### src/stbs_pkg.sv
// Shared types and constants for the swept-tone blip synthesizer.
package stbs_pkg;

	typedef struct packed {
		logic       command;
		logic [5:0] blip_index;
	} in_word_t;

	typedef struct packed {
		logic signed [15:0] sample;
		logic               in_tone;
		logic               last_of_slot;
	} out_word_t;

	localparam logic CMD_START = 1'b0;
	localparam logic CMD_TICK  = 1'b1;

	localparam logic [2:0] REG_TONE_LEN     = 3'd0;
	localparam logic [2:0] REG_GAP_LEN      = 3'd1;
	localparam logic [2:0] REG_ATTACK_LEN   = 3'd2;
	localparam logic [2:0] REG_TAIL_LEN     = 3'd3;
	localparam logic [2:0] REG_BASE_STEP    = 3'd4;
	localparam logic [2:0] REG_STEP_RATIO   = 3'd5;
	localparam logic [2:0] REG_SWEEP_RATIO  = 3'd6;
	localparam logic [2:0] REG_DECAY_FACTOR = 3'd7;

	localparam logic [47:0] STEP_MAX = 48'h7FFF_FFFF_FFFF;
	localparam logic [23:0] Q23_ONE  = 24'h80_0000;
	localparam logic [30:0] Q30_ONE  = 31'h4000_0000;

	localparam logic [31:0] SIN_C0 = 32'd172272;
	localparam logic [31:0] SIN_C1 = 32'd5026996;
	localparam logic [31:0] SIN_C2 = 32'd85569306;
	localparam logic [31:0] SIN_C3 = 32'd693598669;
	localparam logic [31:0] SIN_C4 = 32'd1686629713;

endpackage

### src/stbs_mul.sv
// Shared sequential multiplier: 48 by 40 bits, one 24-bit slice per cycle.
module stbs_mul (
	input  logic        clk,
	input  logic        arst_n,
	input  logic        start,
	input  logic [47:0] a,
	input  logic [39:0] b,
	output logic        done,
	output logic [87:0] product
);
	logic [1:0]  cnt_q;
	logic        busy_q;
	logic [47:0] a_q;
	logic [39:0] b_q;
	logic [87:0] acc_q;
	logic [23:0] slice;
	logic [63:0] part;

	assign slice = cnt_q[0] ? a_q[47:24] : a_q[23:0];
	assign part  = {40'd0, slice} * {24'd0, b_q};

	always_ff @(posedge clk or negedge arst_n) begin
		if (!arst_n) begin
			busy_q <= 1'b0;
			cnt_q  <= 2'd0;
			done   <= 1'b0;
		end else begin
			done <= 1'b0;
			if (start) begin
				busy_q <= 1'b1;
				cnt_q  <= 2'd0;
			end else if (busy_q) begin
				cnt_q <= cnt_q + 2'd1;
				if (cnt_q[0]) begin
					busy_q <= 1'b0;
					done   <= 1'b1;
				end
			end
		end
	end

	always_ff @(posedge clk) begin
		if (start) begin
			a_q   <= a;
			b_q   <= b;
			acc_q <= '0;
		end else if (busy_q) begin
			if (cnt_q[0]) acc_q <= acc_q + {part, 24'd0};
			else          acc_q <= acc_q + {24'd0, part};
		end
	end

	assign product = acc_q;
endmodule

### src/stbs_div.sv
// Shared restoring divider: 40-bit dividend by 16-bit divisor, one bit per cycle.
module stbs_div (
	input  logic        clk,
	input  logic        arst_n,
	input  logic        start,
	input  logic [39:0] dividend,
	input  logic [15:0] divisor,
	output logic        done,
	output logic [39:0] quotient
);
	logic [5:0]  cnt_q;
	logic        busy_q;
	logic [39:0] quo_q;
	logic [16:0] rem_q;
	logic [15:0] dvs_q;
	logic [16:0] trial;
	logic [17:0] diff;

	assign trial = {rem_q[15:0], quo_q[39]};
	assign diff  = {1'b0, trial} - {2'b00, dvs_q};

	always_ff @(posedge clk or negedge arst_n) begin
		if (!arst_n) begin
			busy_q <= 1'b0;
			cnt_q  <= 6'd0;
			done   <= 1'b0;
		end else begin
			done <= 1'b0;
			if (start) begin
				busy_q <= 1'b1;
				cnt_q  <= 6'd0;
			end else if (busy_q) begin
				cnt_q <= cnt_q + 6'd1;
				if (cnt_q == 6'd39) begin
					busy_q <= 1'b0;
					done   <= 1'b1;
				end
			end
		end
	end

	always_ff @(posedge clk) begin
		if (start) begin
			quo_q <= dividend;
			rem_q <= '0;
			dvs_q <= divisor;
		end else if (busy_q) begin
			if (!diff[17]) begin
				rem_q <= diff[16:0];
				quo_q <= {quo_q[38:0], 1'b1};
			end else begin
				rem_q <= trial;
				quo_q <= {quo_q[38:0], 1'b0};
			end
		end
	end

	assign quotient = quo_q;
endmodule

### src/swept_tone_blip_synth.sv
// Top level: register file, sequencer and state of the swept-tone blip synthesizer.
// A start word multiplies the phase step by the step ratio once for each blip index step.
// A tone tick gives its result after up to two divisions in the shared divider and
// passes through the one shared multiplier; a gap tick skips them and goes to ST_FIN.
// One word is worked at a time; the result waits in an output register.
// Asynchronous active-low reset restores the register defaults and goes idle.
module swept_tone_blip_synth #(
	parameter int BLIP_COUNT       = 8,
	parameter int PEAK_AMPLITUDE   = 30000,
	parameter int SINE_TABLE_DEPTH = 1024
) (
	input  logic                clk,
	input  logic                arst_n,
	input  logic                in_valid,
	output logic                in_ready,
	input  stbs_pkg::in_word_t  in_data,
	output logic                out_valid,
	input  logic                out_ready,
	output stbs_pkg::out_word_t out_data,
	input  logic                psel,
	input  logic                penable,
	input  logic                pwrite,
	input  logic [5:0]          paddr,
	input  logic [63:0]         pwdata,
	output logic [63:0]         prdata,
	output logic                pready
);
	localparam int TBITS = $clog2(SINE_TABLE_DEPTH);

	localparam logic [4:0] ST_IDLE   = 5'd0;
	localparam logic [4:0] ST_PWR    = 5'd1;
	localparam logic [4:0] ST_PWRW   = 5'd2;
	localparam logic [4:0] ST_TICK   = 5'd3;
	localparam logic [4:0] ST_ATKW   = 5'd4;
	localparam logic [4:0] ST_DECW   = 5'd5;
	localparam logic [4:0] ST_TAILM  = 5'd6;
	localparam logic [4:0] ST_TAILMW = 5'd7;
	localparam logic [4:0] ST_TAILDW = 5'd8;
	localparam logic [4:0] ST_SIN0   = 5'd9;
	localparam logic [4:0] ST_SQW    = 5'd10;
	localparam logic [4:0] ST_HORN   = 5'd11;
	localparam logic [4:0] ST_HORNW  = 5'd12;
	localparam logic [4:0] ST_LASTW  = 5'd13;
	localparam logic [4:0] ST_ENVW   = 5'd14;
	localparam logic [4:0] ST_PEAKW  = 5'd15;
	localparam logic [4:0] ST_SWPW   = 5'd16;
	localparam logic [4:0] ST_FIN    = 5'd17;

	logic [4:0]  state_q;
	logic [15:0] tone_len_q, gap_len_q, attack_len_q, tail_len_q;
	logic [30:0] base_step_q;
	logic [31:0] step_ratio_q;
	logic [39:0] sweep_ratio_q;
	logic [23:0] decay_factor_q;

	logic [31:0] phase_acc_q;
	logic [47:0] phase_step_q;
	logic [16:0] sample_count_q;
	logic [23:0] decay_level_q;
	logic        playing_q;

	logic [5:0]  idx_left_q;
	logic [23:0] env_q;
	logic [30:0] t_q, t2_q;
	logic [31:0] poly_q;
	logic [2:0]  horn_q;
	logic        neg_q;
	logic [40:0] mag_q;

	logic        mul_start, mul_done, div_start, div_done;
	logic [47:0] mul_a;
	logic [39:0] mul_b;
	logic [87:0] mul_p;
	logic [39:0] div_n, div_q;
	logic [15:0] div_d;

	logic        out_valid_q;
	stbs_pkg::out_word_t out_q;

	logic        cfg_wr;
	logic [2:0]  cfg_idx;
	logic [17:0] n_ext, slot;
	logic [31:0] u_addr;
	logic [29:0] r_frac;
	logic [30:0] t_cur;
	logic [47:0] sat_step30, sat_step38;
	logic [31:0] poly_coef;
	logic [31:0] horn_sub;

	stbs_mul u_mul (.clk, .arst_n, .start(mul_start), .a(mul_a), .b(mul_b),
		.done(mul_done), .product(mul_p));
	stbs_div u_div (.clk, .arst_n, .start(div_start), .dividend(div_n), .divisor(div_d),
		.done(div_done), .quotient(div_q));

	assign pready  = 1'b1;
	assign cfg_wr  = psel && penable && pwrite;
	assign cfg_idx = paddr[5:3];

	always_comb begin
		unique case (cfg_idx)
			stbs_pkg::REG_TONE_LEN:     prdata = {48'd0, tone_len_q};
			stbs_pkg::REG_GAP_LEN:      prdata = {48'd0, gap_len_q};
			stbs_pkg::REG_ATTACK_LEN:   prdata = {48'd0, attack_len_q};
			stbs_pkg::REG_TAIL_LEN:     prdata = {48'd0, tail_len_q};
			stbs_pkg::REG_BASE_STEP:    prdata = {33'd0, base_step_q};
			stbs_pkg::REG_STEP_RATIO:   prdata = {32'd0, step_ratio_q};
			stbs_pkg::REG_SWEEP_RATIO:  prdata = {24'd0, sweep_ratio_q};
			default:                    prdata = {40'd0, decay_factor_q};
		endcase
	end

	assign n_ext  = {1'b0, sample_count_q};
	assign slot   = {2'b00, tone_len_q} + {2'b00, gap_len_q};
	assign u_addr = {phase_acc_q[31 -: TBITS], {(32 - TBITS){1'b0}}};
	assign r_frac = u_addr[29:0];
	assign t_cur  = u_addr[30] ? (stbs_pkg::Q30_ONE - {1'b0, r_frac}) : {1'b0, r_frac};

	assign sat_step30 = (mul_p[87:78] != '0) ? stbs_pkg::STEP_MAX :
		(mul_p[77] ? stbs_pkg::STEP_MAX : mul_p[77:30]);
	assign sat_step38 = (mul_p[87:86] != '0) ? stbs_pkg::STEP_MAX :
		(mul_p[85] ? stbs_pkg::STEP_MAX : mul_p[85:38]);

	always_comb begin
		unique case (horn_q)
			3'd0:    poly_coef = stbs_pkg::SIN_C1;
			3'd1:    poly_coef = stbs_pkg::SIN_C2;
			3'd2:    poly_coef = stbs_pkg::SIN_C3;
			default: poly_coef = stbs_pkg::SIN_C4;
		endcase
	end
	assign horn_sub = poly_coef - mul_p[61:30];

	always_comb begin
		mul_start = 1'b0;
		mul_a     = '0;
		mul_b     = '0;
		div_start = 1'b0;
		div_n     = '0;
		div_d     = tail_len_q;
		unique case (state_q)
			ST_IDLE: begin
				if (in_valid && in_ready && in_data.command == stbs_pkg::CMD_TICK && playing_q
					&& n_ext < {2'b00, tone_len_q}) begin
					if (n_ext < {2'b00, attack_len_q}) begin
						div_start = 1'b1;
						div_n     = {sample_count_q, 23'd0};
						div_d     = attack_len_q;
					end else begin
						mul_start = 1'b1;
						mul_a     = {24'd0, decay_level_q};
						mul_b     = {16'd0, decay_factor_q};
					end
				end
			end
			ST_PWR: begin
				mul_start = 1'b1;
				mul_a     = phase_step_q;
				mul_b     = {8'd0, step_ratio_q};
			end
			ST_TAILM: begin
				mul_start = 1'b1;
				mul_a     = {24'd0, env_q};
				mul_b     = {24'd0, tone_len_q} - {23'd0, sample_count_q};
			end
			ST_TAILMW: begin
				if (mul_done) begin
					div_start = 1'b1;
					div_n     = mul_p[39:0];
				end
			end
			ST_SIN0: begin
				mul_start = 1'b1;
				mul_a     = {17'd0, t_cur};
				mul_b     = {9'd0, t_cur};
			end
			ST_HORN: begin
				mul_start = 1'b1;
				mul_a     = {16'd0, poly_q};
				mul_b     = {9'd0, (horn_q == 3'd4) ? t_q : t2_q};
			end
			ST_LASTW: begin
				if (mul_done) begin
					mul_start = 1'b1;
					mul_a     = {17'd0, (mul_p[61:30] > {1'b0, stbs_pkg::Q30_ONE}) ?
						stbs_pkg::Q30_ONE : mul_p[60:30]};
					mul_b     = {16'd0, env_q};
				end
			end
			ST_ENVW: begin
				if (mul_done) begin
					mul_start = 1'b1;
					mul_a     = {7'd0, mul_p[63:23]};
					mul_b     = 40'(PEAK_AMPLITUDE);
				end
			end
			ST_PEAKW: begin
				if (mul_done) begin
					mul_start = 1'b1;
					mul_a     = phase_step_q;
					mul_b     = sweep_ratio_q;
				end
			end
			default: ;
		endcase
	end

	assign in_ready  = (state_q == ST_IDLE) && !out_valid_q;
	assign out_valid = out_valid_q;
	assign out_data  = out_q;

	always_ff @(posedge clk or negedge arst_n) begin
		if (!arst_n) begin
			state_q        <= ST_IDLE;
			tone_len_q     <= 16'd4800;
			gap_len_q      <= 16'd2400;
			attack_len_q   <= 16'd48;
			tail_len_q     <= 16'd240;
			base_step_q    <= 31'd39370534;
			step_ratio_q   <= 32'd1073741824;
			sweep_ratio_q  <= 40'd274877906944;
			decay_factor_q <= 24'd8388608;
			phase_acc_q    <= '0;
			phase_step_q   <= '0;
			sample_count_q <= '0;
			decay_level_q  <= stbs_pkg::Q23_ONE;
			playing_q      <= 1'b0;
			out_valid_q    <= 1'b0;
			out_q          <= '0;
			idx_left_q     <= '0;
			horn_q         <= '0;
			env_q          <= '0;
			t_q            <= '0;
			t2_q           <= '0;
			poly_q         <= '0;
			neg_q          <= 1'b0;
			mag_q          <= '0;
		end else begin
			if (out_valid_q && out_ready) out_valid_q <= 1'b0;
			if (cfg_wr) begin
				unique case (cfg_idx)
					stbs_pkg::REG_TONE_LEN:    tone_len_q     <= pwdata[15:0];
					stbs_pkg::REG_GAP_LEN:     gap_len_q      <= pwdata[15:0];
					stbs_pkg::REG_ATTACK_LEN:  attack_len_q   <= pwdata[15:0];
					stbs_pkg::REG_TAIL_LEN:    tail_len_q     <= pwdata[15:0];
					stbs_pkg::REG_BASE_STEP:   base_step_q    <= pwdata[30:0];
					stbs_pkg::REG_STEP_RATIO:  step_ratio_q   <= pwdata[31:0];
					stbs_pkg::REG_SWEEP_RATIO: sweep_ratio_q  <= pwdata[39:0];
					default:                   decay_factor_q <= pwdata[23:0];
				endcase
			end
			unique case (state_q)
				ST_IDLE: begin
					if (in_valid && in_ready) begin
						if (in_data.command == stbs_pkg::CMD_START) begin
							if (32'(in_data.blip_index) < 32'(BLIP_COUNT)) begin
								phase_step_q   <= {1'b0, base_step_q, 16'd0};
								phase_acc_q    <= '0;
								sample_count_q <= '0;
								decay_level_q  <= stbs_pkg::Q23_ONE;
								playing_q      <= 1'b1;
								idx_left_q     <= in_data.blip_index;
								if (in_data.blip_index != '0) state_q <= ST_PWR;
							end
						end else if (!playing_q) begin
							out_q       <= '0;
							out_valid_q <= 1'b1;
						end else if (n_ext < {2'b00, tone_len_q}) begin
							if (n_ext < {2'b00, attack_len_q}) state_q <= ST_ATKW;
							else state_q <= ST_DECW;
						end else begin
							state_q <= ST_FIN;
							neg_q   <= 1'b0;
							mag_q   <= '0;
						end
					end
				end
				ST_PWR: state_q <= ST_PWRW;
				ST_PWRW: begin
					if (mul_done) begin
						phase_step_q <= sat_step30;
						idx_left_q   <= idx_left_q - 6'd1;
						state_q      <= (idx_left_q == 6'd1) ? ST_IDLE : ST_PWR;
					end
				end
				ST_ATKW: begin
					if (div_done) begin
						env_q   <= div_q[23:0];
						state_q <= ST_TICK;
					end
				end
				ST_DECW: begin
					if (mul_done) begin
						env_q         <= decay_level_q;
						decay_level_q <= (mul_p[47:47] != '0) ? 24'hFF_FFFF : mul_p[46:23];
						state_q       <= ST_TICK;
					end
				end
				ST_TICK: begin
					if (n_ext + {2'b00, tail_len_q} >= {2'b00, tone_len_q}) state_q <= ST_TAILM;
					else state_q <= ST_SIN0;
				end
				ST_TAILM:  state_q <= ST_TAILMW;
				ST_TAILMW: if (mul_done) state_q <= ST_TAILDW;
				ST_TAILDW: begin
					if (div_done) begin
						env_q   <= div_q[23:0];
						state_q <= ST_SIN0;
					end
				end
				ST_SIN0: begin
					t_q     <= t_cur;
					neg_q   <= u_addr[31];
					state_q <= ST_SQW;
				end
				ST_SQW: begin
					if (mul_done) begin
						t2_q    <= mul_p[60:30];
						poly_q  <= stbs_pkg::SIN_C0;
						horn_q  <= 3'd0;
						state_q <= ST_HORN;
					end
				end
				ST_HORN: state_q <= (horn_q == 3'd4) ? ST_LASTW : ST_HORNW;
				ST_HORNW: begin
					if (mul_done) begin
						poly_q  <= horn_sub;
						horn_q  <= horn_q + 3'd1;
						state_q <= ST_HORN;
					end
				end
				ST_LASTW: if (mul_done) state_q <= ST_ENVW;
				ST_ENVW:  if (mul_done) state_q <= ST_PEAKW;
				ST_PEAKW: begin
					if (mul_done) begin
						mag_q   <= mul_p[70:30];
						state_q <= ST_SWPW;
					end
				end
				ST_SWPW: begin
					if (mul_done) begin
						phase_step_q <= sat_step38;
						phase_acc_q  <= phase_acc_q + phase_step_q[47:16];
						state_q      <= ST_FIN;
					end
				end
				ST_FIN: begin
					out_q.in_tone      <= n_ext < {2'b00, tone_len_q};
					out_q.last_of_slot <= (n_ext + 18'd1 >= slot);
					if (mag_q > 41'd32767)
						out_q.sample <= neg_q ? -16'sd32767 : 16'sd32767;
					else
						out_q.sample <= neg_q ? -$signed({1'b0, mag_q[14:0]}) :
							$signed({1'b0, mag_q[14:0]});
					if (n_ext + 18'd1 >= slot) playing_q <= 1'b0;
					sample_count_q <= sample_count_q + 17'd1;
					out_valid_q    <= 1'b1;
					state_q        <= ST_IDLE;
				end
				default: state_q <= ST_IDLE;
			endcase
		end
	end
endmodule
### config.mk
export PLATFORM = sky130hd
export DESIGN_NAME = swept_tone_blip_synth
export DESIGN_NICKNAME = d
export VERILOG_FILES = /design/src/stbs_pkg.sv /design/src/stbs_mul.sv /design/src/stbs_div.sv /design/src/swept_tone_blip_synth.sv
export SDC_FILE = /design/constraint.sdc
export NUM_CORES = 2
export LEC_CHECK = 0
export BUFFER_PORTS_ARGS = -buffer_cell sky130_fd_sc_hd__buf_4
export CAP_MARGIN = 20
export CORE_MARGIN = 4
export CORE_UTILIZATION = 45
export CTS_CLUSTER_SIZE = 8
export DETAILED_ROUTE_END_ITERATION = 8
export PLACE_DENSITY = 0.68
export SKIP_LAST_GASP = 1
export SYNTH_ARGS = -nofsm -noshare
export SYNTH_HDL_FRONTEND = slang
export SYNTH_SLANG_ARGS = --single-unit
### constraint.sdc
create_clock -name clk -period 18.1 [get_ports clk]
set_clock_uncertainty 0.2 [all_clocks]
set_input_delay 1.81 -clock clk [delete_from_list [all_inputs] [get_ports clk]]
set_output_delay 1.81 -clock clk [all_outputs]
set_load 0.01 [all_outputs]
==> results.rst <==
.. list-table::
   :header-rows: 1

   * - Metric
     - Value
   * - Clock root cell
     - clkbuf_16
   * - Source of the worst hold timing path
     - t_q[23]$_DFFE_PN0P_
   * - Synth Flop Type
     - dfrtp_1
   * - Area growth, synth to finish
     - 8.19%
   * - IO buf count
     - 116
   * - Worst Hold Class
     - reg2reg
   * - Area after DPL
     - 81600 um2
   * - H-tree depth
     - 3
   * - Top cell type's share of synthesized area
     - 0.214
   * - Kind of launch point of the worst setup path
     - flip-flop
   * - Antenna violations before repair
     - 16
   * - Global placement routability congestion
     - 1.00
   * - Total Routed Length
     - 269000 um
   * - Total count of max-transition violations in the final report
     - 0
   * - Number of search-and-repair iterations in the first detailed-routing pass
     - 9
   * - Power density cells
     - 54.6 nW/um2
   * - Hold buffer count at CTS
     - 0
   * - Max capacitance violation total
     - 0
   * - Worst path top cell family by delay
     - adder cells
   * - Number of distinct library cell variants in the gate-level netlist after synthesis
     - 109
   * - Commonest cells in the synthesized netlist
     - nand2_1, inv_1, fa_1
   * - Floorplan die width
     - 426 um
   * - Total die area
     - 182000 um2
   * - Max-Slew Margin vs Limit
     - 0.127
   * - TritonCTS Sinks
     - 741
   * - Type of the worst setup path
     - reg2reg
   * - Gate count of the mapped netlist
     - 8845
   * - Clock-pin slew reported for the worst setup and hold paths after clock tree synthesis
     - 0.06 ns
   * - Number of gates given a new drive strength after cts
     - 0
   * - Delay of the slowest cell on the worst path
     - 0.97 ns
   * - Worst Setup End Kind
     - flip-flop
   * - Library cell with the highest instance count after synthesis
     - nand2_1
   * - Clock network latency to the later pin of the worst-skew pair
     - 0.74 ns
   * - Detail-routed via count per cell
     - 5.98
   * - Top-level I/O count
     - 169
   * - Result of the run
     - finished, final reports clean
   * - EDFF count, synth
     - 143
   * - Routed len/inst
     - 24.2 um
   * - Maximum clock frequency
     - 0.0788 GHz
   * - Number of synthesized register bits
     - 741
   * - Synthesis warning total
     - 0
   * - Top cell type by total area after synthesis
     - fa_1
   * - Number of endpoints failing setup at the final stage
     - 0
   * - CP required
     - 18.49 ns
   * - Post-layout instance count excluding filler cells
     - 11109
   * - Transition time at the pin with the least slew margin
     - 1.30 ns
   * - Mapped cell area
     - 78800 um2
   * - Floorplan Core Area
     - 174000 um2
   * - GRT Overall Usage
     - 0.294
   * - Routed Antenna Nets
     - 0
   * - Ranking of synthesized cells by area
     - fa_1, dfrtp_1, ha_1
   * - Startpoint of the worst setup timing path
     - u_mul.cnt_q[0]$_DFFE_PN0P_
   * - TritonCTS clock tree
     - yes
   * - Count of final hold-check violations
     - 0
   * - Setup repair after global routing missed its margin
     - false
   * - Initial DRC count
     - 6995
   * - Cell count after placement
     - 10891
   * - Share of async-settable or async-resettable flops after synthesis
     - 0.667
   * - Starting utilization of the core area
     - 0.453
   * - Tmin final
     - 12.69 ns
   * - Number of global-route vias before repair
     - 67383
   * - Total overflow reported by the global router
     - 0
   * - Critical Path AT
     - 13.08 ns
   * - Residual DRC count
     - 0
   * - P_leak
     - 41.1 nW
   * - Setup repair bufs after CTS
     - 0
   * - Seq/Total Area, Yosys
     - 0.238
   * - Startpoint of the worst-slack reg-to-reg timing path
     - u_mul.cnt_q[0]$_DFFE_PN0P_
   * - Hold Worst Slack
     - 0.278 ns
   * - Max IR drop VDD
     - 0.0886 mV
   * - Global-route wire length before repair
     - 411000 um
   * - Share of post-route cells with drive strength above 1
     - 0.0821
   * - CTS max path bufs
     - 3
   * - Maximum number of pins on one net before global-route repair
     - 138
   * - Critical path buffer and inverter count
     - 5
   * - Final total negative setup slack
     - 0 ns
   * - Part of the cycle the worst path needs
     - 0.701
   * - HPWL after detailed placement
     - 205000 um
   * - Slowest cell on the critical path
     - mux2_2
   * - Average footprint of a synthesized cell
     - 8.91 um2
   * - Most frequent cell on the critical path
     - fa_1
   * - Routed vias
     - 66459
   * - Crit-path max FO
     - 40
   * - Finished Cell Area
     - 85200 um2
   * - Placement row count
     - 153
   * - Number of buffers inserted during clock tree synthesis
     - 104
   * - Die height
     - 426 um
   * - Net count reported at finish
     - 10119
-- registers in the layout (all words and copies together), names as in the netlist, 31 cells and up --
signal and flops:
u_mul.product 88, phase_acc_q 32, base_step_q 31, phase_step_q 47, mag_q 41, sweep_ratio_q 40
poly_q 32, u_mul.b_q 40, u_div.quotient 40, step_ratio_q 32, u_mul.a_q 47, t2_q 31
-- final cells by class --
cell class | instances | area (um2)
clock buffer | 183 | 2930
timing repair buffer | 239 | 2120
sequential | 741 | 18800
antenna | 4 | 10.0
inverter | 1114 | 4190
fill | 16218 | 88800
multi-input combinational | 6494 | 54100
tap | 2325 | 2910
clock inverter | 9 | 214
-- logic make-up after synthesis --
| family | after synthesis | synth area share |
|---|---|---|
| XOR/XNOR | 304 | 0.0341 |
| AND/OR/NAND/NOR | 2633 | 0.155 |
| adder cells (fa/ha/maj) | 1341 | 0.293 |
| other | 2 | 0.0000953 |
| multiplexers | 302 | 0.0443 |
| buffers and inverters | 1633 | 0.0793 |
| AO/OA/AOI/OAI | 1889 | 0.155 |
| flip-flops | 741 | 0.238 |
-- layout by cell type (no fill, tap or decap), types with 33 or more instances in the layout --
master	synthesis	routed
nor2_1	388	376
clkbuf_1	450	77
edfxtp_1	143	143
dfrtp_1	462	460
mux2_2	225	225
nor2b_1	169	166
xnor2_1	188	188
ha_1	499	499
nand2_1	1252	1251
fa_1	842	842
xor2_1	114	114
a21oi_1	435	434
clkbuf_16	0	105
a211oi_1	61	59
buf_4	25	219
and2_1	301	301
o21ai_0	514	513
a31oi_1	57	57
a22o_1	47	47
nand2b_1	47	47
nand3_1	111	110
o22ai_1	43	43
mux2i_1	62	59
a21o_1	215	215
o21bai_1	53	52
and3_1	49	49
a221o_1	64	64
inv_1	1112	1112
dfxtp_1	104	104
o21ai_1	44	43
nor3_1	93	84
nand4_1	80	80
o21a_1	33	33
a22oi_1	33	33
a41oi_1	35	35
-- stage by stage --
stage	total power, mW	utilization	worst slack (ns)
6_report	4.66	0.490	5.41
5_1_grt	4.84	0.490	4.97
4_1_cts	4.66	0.487	5.65
3_5_place_dp	2.74	0.469	5.68
3_3_place_gp	2.71	0.469	5.70
2_1_floorplan	2.46	-	7.89
-- metal layers --
metal | GRT usage | wire length (um)
met1 | 0.383 | 106000
met2 | 0.459 | 120000
met3 | 0.0632 | 25100
met4 | 0.159 | 16800
met5 | 0 | 31
-- worst paths after layout --
path,slack (ns),end,depth (start not counted)
setup / recovery,5.41,u_mul.product[87]$_SDFFE_PP0P_,36
hold / removal,0.28,t_q[23]$_DFFE_PN0P_,1
setup reg to reg,5.41,u_mul.product[87]$_SDFFE_PP0P_,36
hold reg to reg,0.28,t_q[23]$_DFFE_PN0P_,1
max in group asynchronous,14.71,phase_acc_q[17]$_DFFE_PN0P_,4
min in group asynchronous,0.90,out_data[10]$_DFFE_PN0P_,1
-- power breakdown --
| part | internal, mW | switching (mW) |
|---|---|---|
| clock | 1.11 | 0.815 |
| combinational | 0.336 | 0.396 |
| sequential | 1.84 | 0.161 |
Power figures use the tool's default switching activity.
